File: src/rtl/lsdp_pkg.sv
// Shared constants, controller state type and control structs for the LRU profiler.
`timescale 1ns / 1ps

package lsdp_pkg;

  // default sizes
  localparam int StackDepthDef = 64;
  localparam int AddrBitsDef   = 48;
  localparam int CountBitsDef  = 32;

  // fixed result field widths
  localparam int DistW = 6;
  localparam int SizeW = 7;
  localparam int HitsW = 38;

  // input action codes
  localparam logic ActAccess = 1'b0;
  localparam logic ActDump   = 1'b1;

  // result kinds
  localparam logic KindAccess = 1'b0;
  localparam logic KindCurve  = 1'b1;

  typedef enum logic [2:0] {
    ST_CLEAR,
    ST_IDLE,
    ST_ENC,
    ST_RD,
    ST_COMMIT,
    ST_DRD,
    ST_DEMIT,
    ST_DEMPTY
  } state_t;

  typedef struct packed {
    logic accept;      // latch word, compare against stack
    logic clear_wr;    // write zero to bin at idx
    logic inc_idx;     // advance bin index
    logic clr_idx;     // restart bin index
    logic enc;         // encode match vector
    logic rd_hist;     // read bin at hit distance
    logic rd_dump;     // read bin at idx
    logic commit;      // update stack/bin, load access report
    logic emit_dump;   // accumulate and load curve entry
    logic emit_empty;  // load the empty-stack curve entry
  } dp_cmd_t;

  typedef struct packed {
    logic fill_zero;
    logic idx_last_clear;
    logic idx_last_dump;
    logic out_free;
  } dp_sts_t;

endpackage

File: src/rtl/lsdp_ctrl.sv
// Controller state machine for the LRU profiler.
`timescale 1ns / 1ps

module lsdp_ctrl (
  input  logic               clk,
  input  logic               rst,
  input  logic               in_valid,
  input  logic               action,
  output logic               in_ready,
  input  lsdp_pkg::dp_sts_t  sts,
  output lsdp_pkg::dp_cmd_t  cmd
);

  lsdp_pkg::state_t state, state_next;

  always_ff @(posedge clk) begin
    if (rst) begin
      state <= lsdp_pkg::ST_CLEAR;
    end else begin
      state <= state_next;
    end
  end

  always_comb begin
    state_next = state;
    cmd        = '0;
    in_ready   = 1'b0;
    unique case (state)
      lsdp_pkg::ST_CLEAR: begin
        cmd.clear_wr = 1'b1;
        if (sts.idx_last_clear) begin
          cmd.clr_idx = 1'b1;
          state_next  = lsdp_pkg::ST_IDLE;
        end else begin
          cmd.inc_idx = 1'b1;
        end
      end
      lsdp_pkg::ST_IDLE: begin
        in_ready = 1'b1;
        if (in_valid) begin
          cmd.accept = 1'b1;
          if (action == lsdp_pkg::ActDump) begin
            state_next = sts.fill_zero ? lsdp_pkg::ST_DEMPTY : lsdp_pkg::ST_DRD;
          end else begin
            state_next = lsdp_pkg::ST_ENC;
          end
        end
      end
      lsdp_pkg::ST_ENC: begin
        cmd.enc    = 1'b1;
        state_next = lsdp_pkg::ST_RD;
      end
      lsdp_pkg::ST_RD: begin
        cmd.rd_hist = 1'b1;
        state_next  = lsdp_pkg::ST_COMMIT;
      end
      lsdp_pkg::ST_COMMIT: begin
        if (sts.out_free) begin
          cmd.commit = 1'b1;
          state_next = lsdp_pkg::ST_IDLE;
        end
      end
      lsdp_pkg::ST_DRD: begin
        cmd.rd_dump = 1'b1;
        state_next  = lsdp_pkg::ST_DEMIT;
      end
      lsdp_pkg::ST_DEMIT: begin
        if (sts.out_free) begin
          cmd.emit_dump = 1'b1;
          if (sts.idx_last_dump) begin
            state_next = lsdp_pkg::ST_IDLE;
          end else begin
            cmd.inc_idx = 1'b1;
            state_next  = lsdp_pkg::ST_DRD;
          end
        end
      end
      lsdp_pkg::ST_DEMPTY: begin
        if (sts.out_free) begin
          cmd.emit_empty = 1'b1;
          state_next     = lsdp_pkg::ST_IDLE;
        end
      end
      default: begin
        state_next = lsdp_pkg::ST_CLEAR;
      end
    endcase
  end

endmodule

File: config.mk
export PLATFORM = sky130hd
export DESIGN_NAME = lsdp_ctrl
export DESIGN_NICKNAME = d
export VERILOG_FILES = /design/src/rtl/lsdp_pkg.sv /design/src/rtl/lsdp_ctrl.sv
export SDC_FILE = /design/constraint.sdc
export NUM_CORES = 1
export LEC_CHECK = 0
export BUFFER_PORTS_ARGS = -buffer_cell sky130_fd_sc_hd__buf_2
export CAP_MARGIN = 20
export CORE_AREA = 10 10 47 49
export CTS_CLUSTER_DIAMETER = 50
export DETAILED_ROUTE_END_ITERATION = 8
export DIE_AREA = 0 0 57 59
export SLEW_MARGIN = 20
export SYNTH_ARGS = -nofsm -noshare
export SYNTH_HDL_FRONTEND = slang
export SYNTH_SLANG_ARGS = --single-unit
export TNS_END_PERCENT = 20
File: constraint.sdc
create_clock -name clk -period 1.5 [get_ports clk]
set_input_delay 0.15 -clock clk [delete_from_list [all_inputs] [get_ports clk]]
set_output_delay 0.15 -clock clk [all_outputs]
set_load 0.02 [all_outputs]
# After elaboration in Yosys (flattened, before gate mapping)
# Index checks and enable logic that the tools add are counted.
[totals]
regBits = 3
in_bits = 8
elab_cells = 40
[classes]
eq_ne = 11
n_mux = 25
reduce_logical = 3
[ops]
columns = ["op", "n"]
rows = [
  ["$pmux W3 S7", 1],
  ["$mux W3", 6],
  ["$mux W1", 16],
  ["$eq A3 B3 Y1 const B", 4],
  ["$eq A3 B2 Y1 const B", 2],
  ["$ne A2 B2 Y1 const B", 3],
  ["$reduce_and A4 Y1", 1],
  ["$eq A3 B1 Y1 const B", 1],
  ["$logic_not A3 Y1", 1],
  ["$mux W2", 1],
  ["$ne A2 B1 Y1 const B", 1],
  ["$pmux W1 S2", 1],
  ["$reduce_or A2 Y1", 1],
]

# Depth between registers and ports, before layout
[logic_depth]
depth_word = 4
depth_mapped = 5

# Worst setup path after synthesis
# No wires, ideal clock.
[synth_path]
kind = "flip-flop to output port"
startpoint = "register state[1]"
endpoint = "output port cmd[6] (netlist bit)"
t_arrival_ps = 1319
required_time_ps = 1350
path_slack_ps = 31
stages_incl_launch_ff = 4
path_cell_list = "dfxtp_1 clkbuf_8 nor3_1 and2_1"
[synth_lines]
columns = ["item", "line_no", "rtl"]
rows = [
  ["from (decl)", "lsdp_ctrl.sv:14", "lsdp_pkg::state_t state, state_next;"],
  ["from (signal assigned)", "lsdp_ctrl.sv:18", "state <= lsdp_pkg::ST_CLEAR;"],
  ["from (signal assigned)", "lsdp_ctrl.sv:20", "state <= state_next;"],
  ["to (decl)", "lsdp_ctrl.sv:11", "output lsdp_pkg::dp_cmd_t cmd"],
]

==> metrics.md <==
| Metric | Value |
|---|---|
| Status | `complete, no violations` |
| Crit-path max FO | `6` |
| Most used DFF post-synth | `dfxtp_1` |
| YS warnings | `0` |
| Placed cell areas | `448 um^2` |
| Num CTS Buffers | `3` |
| N_diodes | `0` |
| Total power | `roughly 0.56 mW` |
| Wire length per cell | `about 12 um` |
| Crit Reg-Reg Startpoint | `state[1]$_SDFFE_PP0P_` |
| Sw Share | `42.7%` |
| Die height | `59 um` |
| GP Congestion | `~0.76` |
| Synthesized instance count | `45` |
| Placed cell count | `81` |
| Setup crit start kind | `flop` |
| Row Count | `14` |
| Cell taking the most area after synthesis | `dfxtp_1` |
| Hold EP | `state[1]$_SDFFE_PP0P_` |
| Worst EP required | `1350 ps` |
| Min Clock Period, post-route | `1450 ps` |
| Biggest register | `state` |
| Die Area | `~3400 um^2` |
| GRT Residual Overflow | `0` |
| NumNets Final | `78` |
| Via count of the routed design | `396` |
| PD cells | `approximately 1200 nW/um^2` |
| Clock sinks | `3` |
| Die Width | `around 57 um` |
| First-pass GRT wire length | `about 1.8 mm` |
| CTS tree | `built` |
| ANT nets after route | `0` |
| Largest register FFs | `3` |
| Layout Cells excl Fill | `85` |
| Worst Hold Class | `in2reg` |
| Sequential-to-total area share from yosys stat | `about 18%` |
| Final instance area | `slightly below 500 um^2` |
| Hold path start | `rst` |
| Static Leak | `0.233 nW` |
| Hold Crit Depth | `2` |
| Final Setup Violations | `0` |
| Final Skew | `7.32 ps` |
| H-tree depth | `1` |
| RSZ-0062 raised after global routing | `yes` |
| Gr usage total | `6.52%` |
| Post-synthesis net count | `between 50 and 60` |
| Combinational power share | `54.2%` |
| CORE AREA | `1400 um^2` |
| Setup WS post-layout | `48.7 ps` |
| Pre-CTS setup slack | `153 ps` |
| Via-per-instance ratio | `4.66` |
| List of most frequent post-synthesis cells | `nor2_1, a21oi_1, dfxtp_1, nand2_1, nor3_1` |
| Initial drt markers | `3` |
| Worst-path clk slew | `roughly 40 ps` |
| Initial antenna violation count | `0` |
| Actual slew at the worst max-slew pin | `273 ps` |
| Cell internal pwr | `~0.32 mW` |
| Syn Area/Cell | `7.45 um^2` |
| Tcrit/Tclk final | `a little over nine tenths` |
| Share of cells above drive strength 1 | `50.7%` |
| Flop and latch count out of synthesis | `3` |
| FF-to-FF setup slack | `140 ps` |
| Area Growth Syn to Fin | `44.8%` |
| Fmax | `between 600 and 700 MHz` |
| Pin count of the biggest net entering global routing | `10` |
| Synth unique cells | `23` |
| Maximum clock path buffer count | `2` |
| DP HPWL | `835 um` |
| Reg2Reg Capture Point | `state[1]$_SDFFE_PP0P_` |
| Largest registers | `state x3` |
| TritonRoute pass-1 iters | `4` |
| Synth area leaders | `dfxtp_1, a21oi_1, nor2_1, clkbuf_8, a21oi_4` |
| Starting Density | `23.9%` |
| Slew Limit Fails | `0` |
| Clk_lat worst skew | `between 200 and 250 ps` |
| Top cell type's share of synthesized area | `about 18%` |
| Synthesized cell area | `335 um^2` |
| EDFF count, synth | `0` |
| Post-Route WL | `around 1.0 mm` |
| Async SR Flop Fraction | `0%` |
| Count leader, synth | `nor2_1` |
| FF-to-FF path depth | `4` |
| IO Pins | `19` |
| Seq pwr share | `19.0%` |
| Clk pwr share | `26.8%` |
| Critical path data arrival time | `1300 ps` |
| Peak VDD IR | `0.390 mV` |
| Final Hold Fails | `0` |
| IO buf count | `18` |
| # DRC | `0` |
| Max Cap Viol | `0` |
| Switching power total | `approximately 0.24 mW` |
| CTS Root Cell | `clkbuf_4` |
| Worst setup path category | `reg2out` |
| Slew headroom | `81.8%` |
| Worst Setup End Kind | `output port` |
| Vias in the first global route | `396` |
-- placed cells by master, fill, tap and decap left out --
cell | netlist | routed
a211oi_1 | 2 | 2
clkbuf_1 | 0 | 1
inv_2 | 1 | 1
a21oi_2 | 0 | 1
a2111oi_2 | 1 | 1
clkbuf_4 | 0 | 3
and3_1 | 1 | 1
and2_1 | 2 | 2
or3_4 | 1 | 1
nor3b_1 | 1 | 1
a21oi_4 | 1 | 1
a21oi_1 | 6 | 5
nand4b_1 | 1 | 1
inv_1 | 2 | 2
nand2b_2 | 1 | 1
and3_2 | 1 | 1
nor2_1 | 8 | 8
nand2_1 | 3 | 3
dfxtp_1 | 3 | 3
buf_2 | 0 | 17
or2b_1 | 1 | 1
nor4_1 | 1 | 1
buf_4 | 1 | 6
nor3_1 | 3 | 2
nand3_1 | 1 | 1
a311oi_2 | 1 | 1
nor3_2 | 0 | 1
-- critical path, stage by stage (launching register included) --
cell	delay, ps
dfxtp_1	340
or3_4	420
a21oi_2	140
buf_4	150
-- power by group through the flow --
stage / clock network (mW) / logic, mW / registers [mW]
6_report: 0.150 / 0.303 / 0.106
5_1_grt: 0.158 / 0.334 / 0.108
3_5_place_dp: 0 / 0.294 / 0.107
2_1_floorplan: 0 / 0.221 / 0.102
4_1_cts: 0.155 / 0.295 / 0.106
3_3_place_gp: 0 / 0.295 / 0.107
-- routing by layer --
metal | up-vias | GRT usage (%) | part of all wire [%] | routed length (um)
li1 | 207 | - | - | -
met1 | 168 | 7.35 | 45 | 466
met2 | 19 | 8.68 | 42 | 434
met3 | 2 | 3.22 | 12 | 123
met4 | 0 | 6.04 | 1.9 | 20
met5 | - | 0 | 0 | 0
-- how the worst max path moves through the flow --
| stage | from | to | slack [ps] | depth (start not counted) |
|---|---|---|---|---|
| floorplan | state[1]$_SDFFE_PP0P_ | cmd[6] | 30 | 3 |
| global placement | state[1]$_SDFFE_PP0P_ | state[1]$_SDFFE_PP0P_ | 180 | 4 |
| detailed placement | state[1]$_SDFFE_PP0P_ | state[1]$_SDFFE_PP0P_ | 150 | 4 |
| CTS | state[1]$_SDFFE_PP0P_ | cmd[7] | 10 | 3 |
| global route | state[1]$_SDFFE_PP0P_ | cmd[0] | -1 | 4 |
| finish | state[1]$_SDFFE_PP0P_ | cmd[7] | 50 | 3 |
-- what timing repair did --
action | in CTS | in global routing
setup endpoints to repair | 0 | 2
gates resized for setup | 0 | 3
setup buffers | 0 | 0
hold buffers | 0 | 0
-- area by class of cell --
type	count	area, um^2
Clock buffer	4	26.3
Fill cell	159	916
Inverter	3	11.3
Multi-Input combinational cell	36	238
Sequential cell	3	60.1
Tap cell	16	20.0
Timing Repair Buffer	23	130
-- cells by family after synthesis --
| logic type | Yosys count | share of synthesized area [%] |
|---|---|---|
| simple gates | 25 | 41.0 |
| compound gates | 11 | 27.2 |
| flops | 3 | 17.9 |
| buf+inv | 6 | 13.8 |
-- stage by stage --
| stage | hold WS (ps) | utilization (%) | setup TNS [ps] |
|---|---|---|---|
| 6_report | 116 | 34.6 | 0 |
| 5_1_grt | 134 | 34.6 | -1.16 |
| 4_1_cts | 108 | 33.8 | 0 |
| 3_5_place_dp | 369 | 32.0 | 0 |
| 3_3_place_gp | 367 | 32.0 | 0 |
| 2_1_floorplan | 228 | - | 0 |
(Power assumes the default switching activity.)
